`config.mk`:
```
export PLATFORM = sky130hd
export DESIGN_NAME = linear_probe_key_counter_core
export DESIGN_NICKNAME = d
export VERILOG_FILES = /design/src/rtl/lpkc_pkg.sv /design/src/rtl/lpkc_front.sv /design/src/rtl/lpkc_queue.sv /design/src/rtl/lpkc_back.sv /design/src/rtl/linear_probe_key_counter_core.sv
export SDC_FILE = /design/constraint.sdc
export NUM_CORES = 1
export LEC_CHECK = 0
export BUFFER_PORTS_ARGS = -buffer_cell sky130_fd_sc_hd__buf_2
export CORE_AREA = 5 5 263 265
export CTS_CLUSTER_DIAMETER = 100
export DETAILED_ROUTE_END_ITERATION = 6
export DIE_AREA = 0 0 268 270
export RECOVER_POWER = 50
export SYNTH_ARGS = -nofsm -noshare
export SYNTH_HDL_FRONTEND = slang
export SYNTH_HIERARCHICAL = 1
export SYNTH_SLANG_ARGS = --single-unit
```
`constraint.sdc`:
```
create_clock -name clk -period 9 [get_ports clk]
set_clock_uncertainty 0.05 [all_clocks]
set_input_delay 1.8 -clock clk [delete_from_list [all_inputs] [get_ports clk]]
set_output_delay 1.8 -clock clk [all_outputs]
set_load 0.02 [all_outputs]
```
`src/rtl/lpkc_pkg.sv`:
```
// lpkc_pkg: shared types and constants of the linear probe key counter
// no dependencies; used by lpkc_front, lpkc_queue, lpkc_back and the top level
`timescale 1ns / 1ps

package lpkc_pkg;

  localparam int KEY_W       = 16;
  localparam int COUNT_W     = 16;
  localparam int SLOT_W      = 3;
  localparam int STATUS_W    = 2;
  localparam int DIV_BITS    = 4;
  localparam int DIV_STEPS   = KEY_W / DIV_BITS;
  localparam int STEP_W      = $clog2(DIV_STEPS);
  localparam int QUEUE_DEPTH = 2;
  localparam int QPTR_W      = $clog2(QUEUE_DEPTH);

  typedef enum logic [STATUS_W-1:0] {
    ST_NEW     = 2'd0,
    ST_PRESENT = 2'd1,
    ST_FULL    = 2'd2,
    ST_ZERO    = 2'd3
  } status_t;

  typedef enum logic [1:0] {
    F_IDLE,
    F_DIV,
    F_PUSH
  } front_state_t;

  typedef enum logic {
    B_IDLE,
    B_PROBE
  } back_state_t;

  typedef struct packed {
    logic [KEY_W-1:0]   key;
    logic [COUNT_W-1:0] count;
  } entry_t;

endpackage

```
`src/rtl/lpkc_front.sv`:
```
// lpkc_front: accepts keys, flags zero keys and reduces the key to its home slot
// depends on lpkc_pkg; feeds lpkc_queue
`timescale 1ns / 1ps

module lpkc_front #(
  parameter int TABLE_SIZE = 8
) (
  input  logic                       clk,
  input  logic                       rst_n,
  input  logic                       start,
  output logic                       busy,
  input  logic [lpkc_pkg::KEY_W-1:0] in_key,
  input  logic                       q_full,
  output logic                       push,
  output logic [lpkc_pkg::KEY_W-1:0] push_key,
  output logic [$clog2(TABLE_SIZE)-1:0] push_home,
  output logic                       push_zero
);

  import lpkc_pkg::*;

  localparam int IDX_W = $clog2(TABLE_SIZE);
  localparam int REM_W = IDX_W + 1;

  front_state_t      state_r, state_nxt;
  logic [KEY_W-1:0]  key_r, key_nxt;
  logic [KEY_W-1:0]  sh_r, sh_nxt;
  logic [IDX_W-1:0]  rem_r, rem_nxt;
  logic [STEP_W-1:0] step_r, step_nxt;
  logic              zero_r, zero_nxt;
  logic [IDX_W-1:0]  rem_step;
  logic              accept;

  assign accept = start && (state_r == F_IDLE);

  // restoring remainder, DIV_BITS key bits per cycle
  always_comb begin
    logic [REM_W-1:0] acc;
    acc = {1'b0, rem_r};
    for (int i = 0; i < DIV_BITS; i++) begin
      acc = {acc[REM_W-2:0], sh_r[KEY_W-1-i]};
      if (acc >= REM_W'(TABLE_SIZE)) begin
        acc = acc - REM_W'(TABLE_SIZE);
      end
    end
    rem_step = acc[IDX_W-1:0];
  end

  always_comb begin
    state_nxt = state_r;
    case (state_r)
      F_IDLE: begin
        if (accept) begin
          state_nxt = (in_key == '0) ? F_PUSH : F_DIV;
        end
      end
      F_DIV: begin
        if (step_r == STEP_W'(DIV_STEPS - 1)) begin
          state_nxt = F_PUSH;
        end
      end
      F_PUSH: begin
        if (!q_full) begin
          state_nxt = F_IDLE;
        end
      end
      default: state_nxt = F_IDLE;
    endcase
  end

  always_comb begin
    key_nxt  = key_r;
    sh_nxt   = sh_r;
    rem_nxt  = rem_r;
    step_nxt = step_r;
    zero_nxt = zero_r;
    push     = 1'b0;
    case (state_r)
      F_IDLE: begin
        if (accept) begin
          key_nxt  = in_key;
          sh_nxt   = in_key;
          rem_nxt  = '0;
          step_nxt = '0;
          zero_nxt = (in_key == '0);
        end
      end
      F_DIV: begin
        rem_nxt  = rem_step;
        sh_nxt   = sh_r << DIV_BITS;
        step_nxt = step_r + STEP_W'(1);
      end
      F_PUSH: begin
        push = !q_full;
      end
      default: ;
    endcase
  end

  always_ff @(posedge clk) begin
    if (!rst_n) begin
      state_r <= F_IDLE;
    end else begin
      state_r <= state_nxt;
    end
  end

  always_ff @(posedge clk) begin
    key_r  <= key_nxt;
    sh_r   <= sh_nxt;
    rem_r  <= rem_nxt;
    step_r <= step_nxt;
    zero_r <= zero_nxt;
  end

  assign busy      = (state_r != F_IDLE);
  assign push_key  = key_r;
  assign push_home = zero_r ? '0 : rem_r;
  assign push_zero = zero_r;

endmodule

```
`src/rtl/lpkc_queue.sv`:
```
// lpkc_queue: short register queue between the front and back parts
// depends on lpkc_pkg for its depth
`timescale 1ns / 1ps

module lpkc_queue #(
  parameter int DATA_W = 20
) (
  input  logic              clk,
  input  logic              rst_n,
  input  logic              push,
  input  logic [DATA_W-1:0] push_data,
  output logic              full,
  input  logic              pop,
  output logic [DATA_W-1:0] pop_data,
  output logic              empty
);

  import lpkc_pkg::*;

  localparam int CNT_W = $clog2(QUEUE_DEPTH + 1);

  logic [DATA_W-1:0] mem_r [QUEUE_DEPTH];
  logic [QPTR_W-1:0] wr_ptr_r, wr_ptr_nxt;
  logic [QPTR_W-1:0] rd_ptr_r, rd_ptr_nxt;
  logic [CNT_W-1:0]  cnt_r, cnt_nxt;
  logic              do_push, do_pop;

  assign full     = (cnt_r == CNT_W'(QUEUE_DEPTH));
  assign empty    = (cnt_r == '0);
  assign do_push  = push && !full;
  assign do_pop   = pop && !empty;
  assign pop_data = mem_r[rd_ptr_r];

  always_comb begin
    wr_ptr_nxt = wr_ptr_r;
    rd_ptr_nxt = rd_ptr_r;
    cnt_nxt    = cnt_r;
    if (do_push) begin
      wr_ptr_nxt = (wr_ptr_r == QPTR_W'(QUEUE_DEPTH - 1)) ? '0 : wr_ptr_r + QPTR_W'(1);
    end
    if (do_pop) begin
      rd_ptr_nxt = (rd_ptr_r == QPTR_W'(QUEUE_DEPTH - 1)) ? '0 : rd_ptr_r + QPTR_W'(1);
    end
    if (do_push && !do_pop) begin
      cnt_nxt = cnt_r + CNT_W'(1);
    end else if (do_pop && !do_push) begin
      cnt_nxt = cnt_r - CNT_W'(1);
    end
  end

  always_ff @(posedge clk) begin
    if (!rst_n) begin
      wr_ptr_r <= '0;
      rd_ptr_r <= '0;
      cnt_r    <= '0;
    end else begin
      wr_ptr_r <= wr_ptr_nxt;
      rd_ptr_r <= rd_ptr_nxt;
      cnt_r    <= cnt_nxt;
    end
  end

  always_ff @(posedge clk) begin
    if (do_push) begin
      mem_r[wr_ptr_r] <= push_data;
    end
  end

endmodule

```
`src/rtl/lpkc_back.sv`:
```
// lpkc_back: probe sequencer over the slot memory, updates counts and drives results
// depends on lpkc_pkg; takes work from lpkc_queue
`timescale 1ns / 1ps

module lpkc_back #(
  parameter int TABLE_SIZE = 8
) (
  input  logic                          clk,
  input  logic                          rst_n,
  input  logic                          q_empty,
  input  logic [lpkc_pkg::KEY_W-1:0]    q_key,
  input  logic [$clog2(TABLE_SIZE)-1:0] q_home,
  input  logic                          q_zero,
  output logic                          pop,
  output logic                          out_valid,
  output logic [lpkc_pkg::SLOT_W-1:0]   out_slot,
  output logic [lpkc_pkg::COUNT_W-1:0]  out_count,
  output logic [lpkc_pkg::STATUS_W-1:0] out_status
);

  import lpkc_pkg::*;

  localparam int IDX_W = $clog2(TABLE_SIZE);
  localparam logic [IDX_W-1:0] LAST = IDX_W'(TABLE_SIZE - 1);

  back_state_t        state_r, state_nxt;
  logic [KEY_W-1:0]   key_r, key_nxt;
  logic [IDX_W-1:0]   pos_r, pos_nxt;
  logic [IDX_W-1:0]   n_r, n_nxt;
  entry_t             mem_r [TABLE_SIZE];
  logic [TABLE_SIZE-1:0] vld_r;
  entry_t             rd_data_r;
  logic               rd_vld_r;
  logic [IDX_W-1:0]   rd_addr;
  logic               wr_en;
  entry_t             wr_entry;
  logic               out_valid_r, out_valid_nxt;
  logic [SLOT_W-1:0]  out_slot_r, out_slot_nxt;
  logic [COUNT_W-1:0] out_count_r, out_count_nxt;
  status_t            out_status_r, out_status_nxt;
  logic [IDX_W-1:0]   next_pos;
  logic               hit, is_empty, found;
  logic [COUNT_W-1:0] cur_cnt, inc_cnt;

  assign next_pos = (pos_r == LAST) ? '0 : pos_r + IDX_W'(1);
  assign hit      = rd_vld_r && (rd_data_r.key == key_r);
  assign is_empty = !rd_vld_r;
  assign found    = hit || is_empty;
  assign cur_cnt  = rd_vld_r ? rd_data_r.count : '0;
  assign inc_cnt  = (cur_cnt == '1) ? cur_cnt : cur_cnt + COUNT_W'(1);

  always_comb begin
    state_nxt = state_r;
    case (state_r)
      B_IDLE: begin
        if (!q_empty && !q_zero) begin
          state_nxt = B_PROBE;
        end
      end
      B_PROBE: begin
        if (found || (n_r == LAST)) begin
          state_nxt = B_IDLE;
        end
      end
      default: state_nxt = B_IDLE;
    endcase
  end

  always_comb begin
    key_nxt        = key_r;
    pos_nxt        = pos_r;
    n_nxt          = n_r;
    pop            = 1'b0;
    rd_addr        = next_pos;
    wr_en          = 1'b0;
    wr_entry.key   = key_r;
    wr_entry.count = inc_cnt;
    out_valid_nxt  = 1'b0;
    out_slot_nxt   = out_slot_r;
    out_count_nxt  = out_count_r;
    out_status_nxt = out_status_r;
    case (state_r)
      B_IDLE: begin
        rd_addr = q_home;
        if (!q_empty) begin
          pop     = 1'b1;
          key_nxt = q_key;
          pos_nxt = q_home;
          n_nxt   = '0;
          if (q_zero) begin
            out_valid_nxt  = 1'b1;
            out_slot_nxt   = '0;
            out_count_nxt  = '0;
            out_status_nxt = ST_ZERO;
          end
        end
      end
      B_PROBE: begin
        if (found) begin
          wr_en          = 1'b1;
          out_valid_nxt  = 1'b1;
          out_slot_nxt   = SLOT_W'(pos_r);
          out_count_nxt  = inc_cnt;
          out_status_nxt = hit ? ST_PRESENT : ST_NEW;
        end else if (n_r == LAST) begin
          out_valid_nxt  = 1'b1;
          out_slot_nxt   = '0;
          out_count_nxt  = '0;
          out_status_nxt = ST_FULL;
        end else begin
          pos_nxt = next_pos;
          n_nxt   = n_r + IDX_W'(1);
        end
      end
      default: ;
    endcase
  end

  always_ff @(posedge clk) begin
    if (!rst_n) begin
      state_r     <= B_IDLE;
      out_valid_r <= 1'b0;
      vld_r       <= '0;
      rd_vld_r    <= 1'b0;
    end else begin
      state_r     <= state_nxt;
      out_valid_r <= out_valid_nxt;
      rd_vld_r    <= vld_r[rd_addr];
      if (wr_en) begin
        vld_r[pos_r] <= 1'b1;
      end
    end
  end

  always_ff @(posedge clk) begin
    key_r        <= key_nxt;
    pos_r        <= pos_nxt;
    n_r          <= n_nxt;
    out_slot_r   <= out_slot_nxt;
    out_count_r  <= out_count_nxt;
    out_status_r <= out_status_nxt;
  end

  // slot memory
  always_ff @(posedge clk) begin
    if (wr_en) begin
      mem_r[pos_r] <= wr_entry;
    end
    rd_data_r <= mem_r[rd_addr];
  end

  assign out_valid  = out_valid_r;
  assign out_slot   = out_slot_r;
  assign out_count  = out_count_r;
  assign out_status = out_status_r;

`ifndef SYNTHESIS
  a_write_in_probe: assert property (@(posedge clk) disable iff (!rst_n)
    wr_en |-> (state_r == B_PROBE) && found)
    else $error("slot write outside a probe hit");

  a_new_count_one: assert property (@(posedge clk) disable iff (!rst_n)
    (out_valid_r && (out_status_r == ST_NEW)) |-> (out_count_r == COUNT_W'(1)))
    else $error("new key without a count of one");

  a_present_count: assert property (@(posedge clk) disable iff (!rst_n)
    (out_valid_r && (out_status_r == ST_PRESENT)) |-> (out_count_r >= COUNT_W'(2)))
    else $error("present key with a count below two");

  a_full_after_sweep: assert property (@(posedge clk) disable iff (!rst_n)
    (out_valid_r && (out_status_r == ST_FULL)) |->
      ($past(n_r) == LAST) && (out_slot_r == '0) && (out_count_r == '0))
    else $error("table full reported before a full sweep");

  a_result_source: assert property (@(posedge clk) disable iff (!rst_n)
    out_valid_nxt |-> (state_r == B_PROBE) || (pop && q_zero))
    else $error("result without a finished probe or a zero key");
`endif

endmodule

```
`src/rtl/linear_probe_key_counter_core.sv`:
```
// linear_probe_key_counter_core: top level of the linear probe key counter
// depends on lpkc_pkg, lpkc_front, lpkc_queue and lpkc_back
`timescale 1ns / 1ps

// usage:
// a key on in_key is transferred at a rising edge with start high and busy low.
// busy stays high after a nonzero key through 4 remainder steps of 4 key
// bits each and then the queue push, and after a zero key through the queue
// push alone, longer while the queue is full.
// each key gives exactly one result on out_slot, out_count and out_status,
// shown for one cycle with out_valid high; the receiver cannot stall it.
// the probe sequencer fetches the home slot, then probes 1 to TABLE_SIZE slots,
// one slot memory read per probe cycle; the result is registered and shows in
// the cycle after the last probe. a two entry queue lets the front take the
// next key while the back is still probing.
// a zero key gives status zero-rejected without touching the table.
// reset clears the slot valid bits at once, so the table reads as empty with
// no clearing pass; results come out in transfer order.
module linear_probe_key_counter_core #(
  parameter int TABLE_SIZE = 8
) (
  input  logic                          clk,
  input  logic                          rst_n,
  input  logic                          start,
  output logic                          busy,
  input  logic [lpkc_pkg::KEY_W-1:0]    in_key,
  output logic                          out_valid,
  output logic [lpkc_pkg::SLOT_W-1:0]   out_slot,
  output logic [lpkc_pkg::COUNT_W-1:0]  out_count,
  output logic [lpkc_pkg::STATUS_W-1:0] out_status
);

  import lpkc_pkg::*;

  localparam int IDX_W  = $clog2(TABLE_SIZE);
  localparam int DATA_W = 1 + IDX_W + KEY_W;

  logic              push, q_full, q_empty, pop;
  logic [KEY_W-1:0]  push_key, q_key;
  logic [IDX_W-1:0]  push_home, q_home;
  logic              push_zero, q_zero;
  logic [DATA_W-1:0] push_data, pop_data;

  lpkc_front #(
    .TABLE_SIZE(TABLE_SIZE)
  ) u_front (
    .clk       (clk),
    .rst_n     (rst_n),
    .start     (start),
    .busy      (busy),
    .in_key    (in_key),
    .q_full    (q_full),
    .push      (push),
    .push_key  (push_key),
    .push_home (push_home),
    .push_zero (push_zero)
  );

  assign push_data = {push_zero, push_home, push_key};

  lpkc_queue #(
    .DATA_W(DATA_W)
  ) u_queue (
    .clk       (clk),
    .rst_n     (rst_n),
    .push      (push),
    .push_data (push_data),
    .full      (q_full),
    .pop       (pop),
    .pop_data  (pop_data),
    .empty     (q_empty)
  );

  assign q_key  = pop_data[KEY_W-1:0];
  assign q_home = pop_data[KEY_W +: IDX_W];
  assign q_zero = pop_data[DATA_W-1];

  lpkc_back #(
    .TABLE_SIZE(TABLE_SIZE)
  ) u_back (
    .clk        (clk),
    .rst_n      (rst_n),
    .q_empty    (q_empty),
    .q_key      (q_key),
    .q_home     (q_home),
    .q_zero     (q_zero),
    .pop        (pop),
    .out_valid  (out_valid),
    .out_slot   (out_slot),
    .out_count  (out_count),
    .out_status (out_status)
  );

endmodule

```
### Word level (Yosys, flattened, before mapping)

Memory sizes are Yosys's and may differ from the RTL's. A register that Yosys moved wholly into a read port is not among the register bits.
Index checks and enable logic that the tools add are counted.

* magnitude comparators: 7
* bitwise operators: 3
* div/mod/pow operators: 0
* multiplexer cells: 71
* add/subtract/negate cells: 12
* $mul: 0
* reduce and logical (&&, ||, !) cells: 28
* eq/ne operators: 16
* shifts and indexed selects: 0

Operators with widths (number)
* 2-to-1 mux 16 bit: 7
* case mux 16 bit (2 select lines): 2
* 2-to-1 mux 3 bit: 18
* case mux 3 bit (2 select lines): 4
* 2-to-1 mux 1 bit: 22
* 2-to-1 mux 2 bit: 11
* adder 16 x 1 -> 16 bit, second input constant: 1
* equality test 16 bit: 1
* equality test 16 bit, second input constant: 1
* >= comparator 4 bit, second input constant: 4
* zero test 16 bit: 1
* subtractor 3 x 1 -> 3 bit, second input constant: 4
* inequality test 2 bit, second input constant: 5
* AND reduction 3 bit: 3
* logical AND 1 bit: 8
* less-than comparator 3 x 4 -> 1 bit, second input constant: 2
* OR 8 bit: 1
* case mux 2 bit (2 select lines): 2
* adder 3 x 1 -> 3 bit, second input constant: 2
* equality test 2 bit, second input constant: 3
* equality test 3 bit, second input constant: 2
* zero test 1 bit: 6
* case mux 2 bit (3 select lines): 1
* AND reduction 2 bit: 3
* other kinds (14): 23

* latch bits: 0
* memories kept: 2
* bits in read-only memories: 0
* memory bits (writable): 296
* register bits after elaboration: 98

Memory list
* u_back.mem_r: words 8, bits a word 32, read ports 1, clocked after memory_dff 1, write ports 1, line lpkc_back.sv:30 `entry_t mem_r [TABLE_SIZE];`
* u_queue.mem_r: words 2, bits a word 20, read ports 1, clocked after memory_dff 1, write ports 1, line lpkc_queue.sv:22 `logic [DATA_W-1:0] mem_r [QUEUE_DEPTH];`

### Longest topological paths before layout

Gate-level depths: netlist of the first run.

* depth after elaboration: 9
* depth in mapped cells: 11
* gate-level depth less buffers: 9

### Hierarchy

The synthesis of the first run kept the hierarchy.

By module, submodules not included
* lpkc_back: instances 1, area an instance 13332.8 µm², cells each 965
* lpkc_queue: instances 1, area an instance 1670.4 µm², cells each 87
* lpkc_front: instances 1, area an instance 1390.1 µm², cells each 77

### Least setup slack after synthesis of the first run

OpenSTA, ideal clock, no wires.

* path kind: flip-flop to flip-flop
* start: register u_back.key_r[10]
* end: memory u_back/mem_r[0][0] in the netlist's numbering (enable)
* slack: 3858 ps
* cell stages (with the launch flop): 8
* required time: 8448 ps
* library setup time: 502 ps
* data arrival time: 4591 ps
* buffers on the path: 1
* cell sequence: edfxtp_1 > xnor2_1 > nand4_1 > o41ai_2 > and2_1 > buf_4 > inv_2 > nor4_1

* longest elaborated chain between the ends: 7

RTL lines
* from (decl): line lpkc_back.sv:27 `logic [KEY_W-1:0] key_r, key_nxt;`
* from (signal assigned): line lpkc_back.sv:136 `key_r <= key_nxt;`
* equality test 16 bit: line lpkc_back.sv:46 `assign hit = rd_vld_r && (rd_data_r.key == key_r);`
* logical AND 1 bit: line lpkc_back.sv:46
* logical OR 1 bit: line lpkc_back.sv:48 `assign found = hit || is_empty;`
* 2-to-1 mux 1 bit: line lpkc_back.sv:99 `if (found) begin`
* 2-to-1 mux 1 bit: line lpkc_back.sv:82 `case (state_r)`
* 2-to-1 mux 1 bit: line lpkc_back.sv:146 `if (wr_en) begin`
* 2-to-1 mux 1 bit (not written as such): line lpkc_back.sv:147 `mem_r[pos_r] <= wr_entry;`
* to (decl): line lpkc_back.sv:30

No other way between the ends.

==> results of run 1 <==
## placed cells by master (no fill, tap or decap), drive strengths merged, types with 8 or more instances in the layout
cell type,instances
edfxtp,373
nand2,213
clkbuf,89
nand3,74
dfxtp,50
and3,44
a211oi,34
a311oi,34
a31o,32
buf,30
mux2,29
and2,29
xnor2,22
nor2,13
nor2b,12
nand4,11
clkinv,11
nor3,9
xor2,9
a32o,8
inv,8
## registers in the layout (all words and copies together), names as in the netlist, 2 cells and up, named ones only
name and count:
u_front/step_r 2, u_back/key_r 16, u_back/out_count 16, u_front/push_key 16, u_front/state_r 2, u_back/rd_data_r 32, u_back/pos_r 3, u_back/vld_r 8
u_queue/mem_r 40, u_back/n_r 3, u_back/mem_r 256, u_back/out_status 2, u_front/rem_r 3, u_back/out_slot 3, u_front/sh_r 12, u_queue/cnt_r 2
## report_power, final
part | leakage (µW) | switching (µW) | internal, µW | total (µW)
logic | 0.00170 | 197 | 102 | 299
clock network | 0.000655 | 694 | 1030 | 1720
registers | 0.00383 | 57.8 | 2230 | 2290
## per-layer routing
metal  track usage  wire (µm)  share of wire
met5             0          0              0
met4        0.0217        497          0.015
met3        0.0194       1870          0.055
met2         0.145      15800           0.47
met1         0.126      15800           0.46
## Yosys cell counts (6+ instances only)
cell type / n / share of area
edfxtp_1: 373 / 0.68
nand2_1: 213 / 0.049
nand3_1: 72 / 0.022
dfxtp_1: 50 / 0.061
and3_1: 44 / 0.017
a211oi_1: 34 / 0.016
a311oi_1: 34 / 0.018
clkbuf_1: 34 / 0.0078
a31o_1: 29 / 0.015
and2_1: 29 / 0.011
mux2_2: 28 / 0.019
buf_2: 22 / 0.0067
xnor2_1: 22 / 0.012
nor2_1: 13 / 0.0030
nand4_1: 11 / 0.0042
nor2b_1: 11 / 0.0042
xor2_1: 9 / 0.0048
a32o_1: 8 / 0.0049
nor3_1: 8 / 0.0024
ha_1: 7 / 0.0053
nor3b_1: 7 / 0.0032
a21oi_1: 6 / 0.0018
nor4_1: 6 / 0.0023
## final cells by class
type	instances	area [µm²]	share of cell area
clock inverters	16	211	0.0112
clock buffers	56	1130	0.0601
repair buffers	63	312	0.0165
multi-input cells	633	3880	0.206
well taps	873	1090	0.0579
inverters	9	35.0	0.00186
flip-flops and latches	423	12200	0.647
## how the worst min path moves through the flow
stage / startpoint / end / slack (ns) / cells past startpoint
2_1_floorplan: u_front/push_key[0]$_DFFE_PP_ / u_queue/mem_r[0][0]$_DFFE_PP_ / 0.37 / 0
3_3_place_gp: u_front/push_key[5]$_DFFE_PP_ / u_queue/mem_r[0][5]$_DFFE_PP_ / 0.38 / 0
3_5_place_dp: u_front/push_key[15]$_DFFE_PP_ / u_queue/mem_r[1][15]$_DFFE_PP_ / 0.38 / 0
4_1_cts: u_front/push_key[15]$_DFFE_PP_ / u_queue/mem_r[1][15]$_DFFE_PP_ / 0.39 / 0
5_1_grt: u_front/push_key[15]$_DFFE_PP_ / u_queue/mem_r[0][15]$_DFFE_PP_ / 0.41 / 0
6_report: u_front/push_key[15]$_DFFE_PP_ / u_queue/mem_r[1][15]$_DFFE_PP_ / 0.39 / 0
## cells by family (layout without fill, tap and decap cells)
group / Yosys count / count (layout) / share of synthesized area
buf+inv: 73 / 144 / 0.0200
xor+xnor: 31 / 31 / 0.0166
fa+ha+maj: 7 / 7 / 0.00534
simple gates: 431 / 431 / 0.126
compound gates: 132 / 132 / 0.0659
flops: 423 / 423 / 0.744
mux: 32 / 32 / 0.0220
## stage by stage
step                      instances  setup slack, ns  cell area [µm²]   util
after global routing           2073             2.72            18900  0.283
final                          2073             3.21            18900  0.283
after detailed placement       2001             3.76            17600  0.265
after CTS                      2073             3.76            19000  0.285
after floorplan                1129             3.86            16400      -
after global placement         2001             3.88            17600  0.265
## critical path, cell delays in order, from the launching register on
cell	delay (ns)
dfxtp_1	0.87
mux2_2	0.30
inv_1	0.06
o21ai_0	3.13
buf_4	0.77
a211oi_1	0.10
a311oi_1	0.29
o21a_1	0.14
==> impl_metrics.ini, run 1 <==
[status]
status = complete, but fails checks
violations = max-capacitance violations, max-slew violations

[synthesis]
synth_edf_count = 373
synth_seq_area_share = 0.744
synthCells = 1129
ys_async_sr_fraction = 0
ys.flop_type = edfxtp_1
synth_area_per_cell_um2 = 14.5
ys_warn_count = 6
syn_area_um2 = 16400
syn_nets = 1155
synth.distinct_cells = 51
synth-seq-cells = 423

[pwr]
power.total_uw = 4310
power.leakage_uw = 0.00618
pwr_density_cell_nw_per_um2 = 228
peakVddDrop_v = 0.000187

[clock_network]
cts_root_buf = clkbuf_16
clock_sinks = 423
clockBufferDepth = 3
clk_pin_slew_ns = 0.06
clk_latency_ns = 0.54
cts_tree = yes
cts_resized = 0
post_cts_buffers = 0
numCtsBuffers = 40
h-tree-depth = 2
cts_hold_buf = 0

[sta]
setup-violations-final = 0
slew_headroom = -1.86
fmax_mhz = 173
final_max_slew_viol_count = 35
fin_crit_ns = 5.79
finalHoldViolCount = 0
fin_setup_tns_ns = 0
tightest_slew_ns = 4.24
rsz0062_at_grt = false
hold_ws_ns = 0.394
finalCritPeriodShare = 0.643

[global_routing]
grt.overflow.total = 0
track_usage = 0.0906
grt_pass1_wl_um = 52500
grt_pass1_vias = 9082
grt_max_degree = 70
antenna_found_initial = 1

[finish]
n_fill_cell = 6687
syn2layout_area_growth_pct = 15.1
drive_gt1_frac = 0.111
layout.nets = 1196
antenna_cells = 0

[die]
fp-row-count = 95
die_area_um2 = 72400
core_area_um2 = 66600
pin_count = 42
die_y_um = 270
start_util = 0.246
dieWidth_um = 268

[setup_path]
criticalPathCategory = reg2reg
crit_end = u_back/rd_vld_r$_SDFF_PN0_
crit_required_ns = 9.43
worstPathMaxFanout = 36
reg2reg_depth = 7
startpoint_type = register
crit_arrival_ns = 6.22
ff2ff_setup_slack_ns = 3.21
worstSetupEndpointType = register
r2r-end = u_back/rd_vld_r$_SDFF_PN0_

[detailed_routing]
drc_errors = 0
via_per_inst = 4.42
routedWlPerCell_um = 16.4
num_vias = 9163
routed_wl_um = 34000
drtAntennaViolNets = 0
first_iter_violations = 708
dr.pass1.iters = 5

[min_path]
hold_path_class = reg2reg

[flow_run]
max_cap_viol_count = 1

[placement]
dpl.hpwl_um = 18900
portBuffers = 41
gp_congestion = 0.775
Note: power is estimated with default switching activity, not from simulation.
==> run 2: changes to the inputs <==
clock period = 6.01 ns   (was 9 ns; I/O delays follow)
==> impl_metrics.ini, run 2 (synthesis gave the netlist of run 1 again) <==
[setup_path]
worstPathMaxFanout = 25
criticalPathCategory = reg2reg
crit_arrival_ns = 4.36
reg2reg_depth = 9
ff2ff_setup_slack_ns = 2.00
crit_required_ns = 6.36
r2r-end = u_back/out_count[0]$_SDFFCE_PN0P_
startpoint_type = register
worstSetupEndpointType = register
startpoint = u_back/rd_vld_r$_SDFF_PN0_
r2r_start = u_back/rd_vld_r$_SDFF_PN0_

[detailed_routing]
routed_wl_um = 35600
drc_errors = 0
dr.pass1.iters = 5
num_vias = 9384
first_iter_violations = 683
via_per_inst = 4.52
routedWlPerCell_um = 17.1
drtAntennaViolNets = 0

[die]
die_area_um2 = 72400
start_util = 0.246
core_area_um2 = 66600
dieWidth_um = 268
die_y_um = 270
fp-row-count = 95
pin_count = 42

[sta]
fmax_mhz = 249
tightest_slew_ns = 1.56
setup-violations-final = 0
fin_crit_ns = 4.01
hold_ws_ns = 0.394
fin_setup_tns_ns = 0
finalHoldViolCount = 0
slew_headroom = -0.0437
rsz0062_at_grt = false
finalCritPeriodShare = 0.667
final_max_slew_viol_count = 35

[global_routing]
grt_util_met2 = 0.152
use_met1 = 0.136
antenna_found_initial = 0
grt_pass1_vias = 9271
busiest_layer = met2
track_usage = 0.0952
grt_pass1_wl_um = 54900
grt_max_degree = 99
met3_usage = 0.0187
grt.overflow.total = 0

[placement]
portBuffers = 41
gp_congestion = 0.765
placedCellCount = 2004
dpl.hpwl_um = 20100
dpl_cell_area_um2 = 17700

[clock_network]
clockBufferDepth = 3
clk_latency_ns = 0.53
cts_resized = 0
clk_pin_slew_ns = 0.06
numCtsBuffers = 41
clock_sinks = 423
cts_tree = yes
cts_hold_buf = 0
cts_root_buf = clkbuf_16
post_cts_buffers = 0
h-tree-depth = 2

[pwr]
netSwitchingPower_uw = 1430
switching_share = 0.223
p_int_uw = 4990
power_frac_seq = 0.535
clock_power_share = 0.395
power.leakage_uw = 0.00617
p_comb_frac = 0.071
peakVddDrop_v = 0.000162
pwr_density_cell_nw_per_um2 = 340

[status]
status = complete, but fails checks
violations = max-capacitance violations, max-slew violations

[finish]
antenna_cells = 0
final_cell_mix = edfxtp_1, nand2_1, nand3_1, clkbuf_1, dfxtp_1
finalInstanceArea_um2 = 18900
reg.largest.list = u_back/mem_r x256, u_queue/mem_r x40, u_back/rd_data_r x32
largest_reg_flops = 256
final_cells = 2077
top_register = u_back/mem_r
layout_commonest_cell = edfxtp_1
drive_gt1_frac = 0.0963
layout.nets = 1200
syn2layout_area_growth_pct = 15.1

[min_path]
hold_path_class = reg2reg
min_to = u_queue/mem_r[1][14]$_DFFE_PP_
hp-start = u_front/push_key[14]$_DFFE_PP_
holdPathStages = 0

[flow_run]
max_cap_viol_count = 1
[run 2: per-stage QoR]
stage,power [µW],util,worst slack (ns)
detailed placement,3970,0.265,2.13
floorplan,3790,-,0.868
finish,6420,0.284,2.00
global placement,3950,0.265,2.11
CTS,6500,0.285,2.13
global route,6680,0.284,1.71
[run 2: worst max path at each step]
stage | end | slack (ns) | depth (start not counted)
after floorplan | u_back/mem_r[0][0]$_DFFE_PP_ | 0.87 | 7
after global placement | u_back/rd_data_r[10]$_DFF_P_ | 2.11 | 9
after detailed placement | u_back/rd_data_r[28]$_DFF_P_ | 2.13 | 9
after CTS | u_back/rd_data_r[27]$_DFF_P_ | 2.13 | 9
after global routing | u_back/out_count[0]$_SDFFCE_PN0P_ | 1.71 | 9
final | u_back/out_count[0]$_SDFFCE_PN0P_ | 2.00 | 9
[run 2: worst max-delay path: stages (launching register included)]
cell and delay, ns:
dfxtp_1 0.32, clkbuf_1 0.87, nand2_1 0.22, inv_1 0.11, ha_1 0.25, nand3_1 0.16, nor4_1 0.76, nand2_1 0.25
xnor2_1 0.63, and2_1 0.24
[run 2: final cells by class]
class                   instances  area, µm²
fillers                      6702      47700
flip-flops and latches        423      12200
multi-input cells             633       3890
well taps                     873       1090
clock buffers                  52       1090
repair buffers                 66        349
clock inverters                21        221
inverters                       9       35.0
[run 2: layer usage]
layer  share of wire  vias up
met3           0.058       50
met1            0.46     4744
li1                -     4347
met5               0        -
met4           0.016        0
met2            0.47      243
[run 2: power groups by stage]
stage	Clock [µW]	Combinational (µW)	Sequential [µW]
global route	2730	500	3450
CTS	2600	472	3430
finish	2530	454	3430
detailed placement	0	470	3500
global placement	0	463	3490
floorplan	0	315	3480
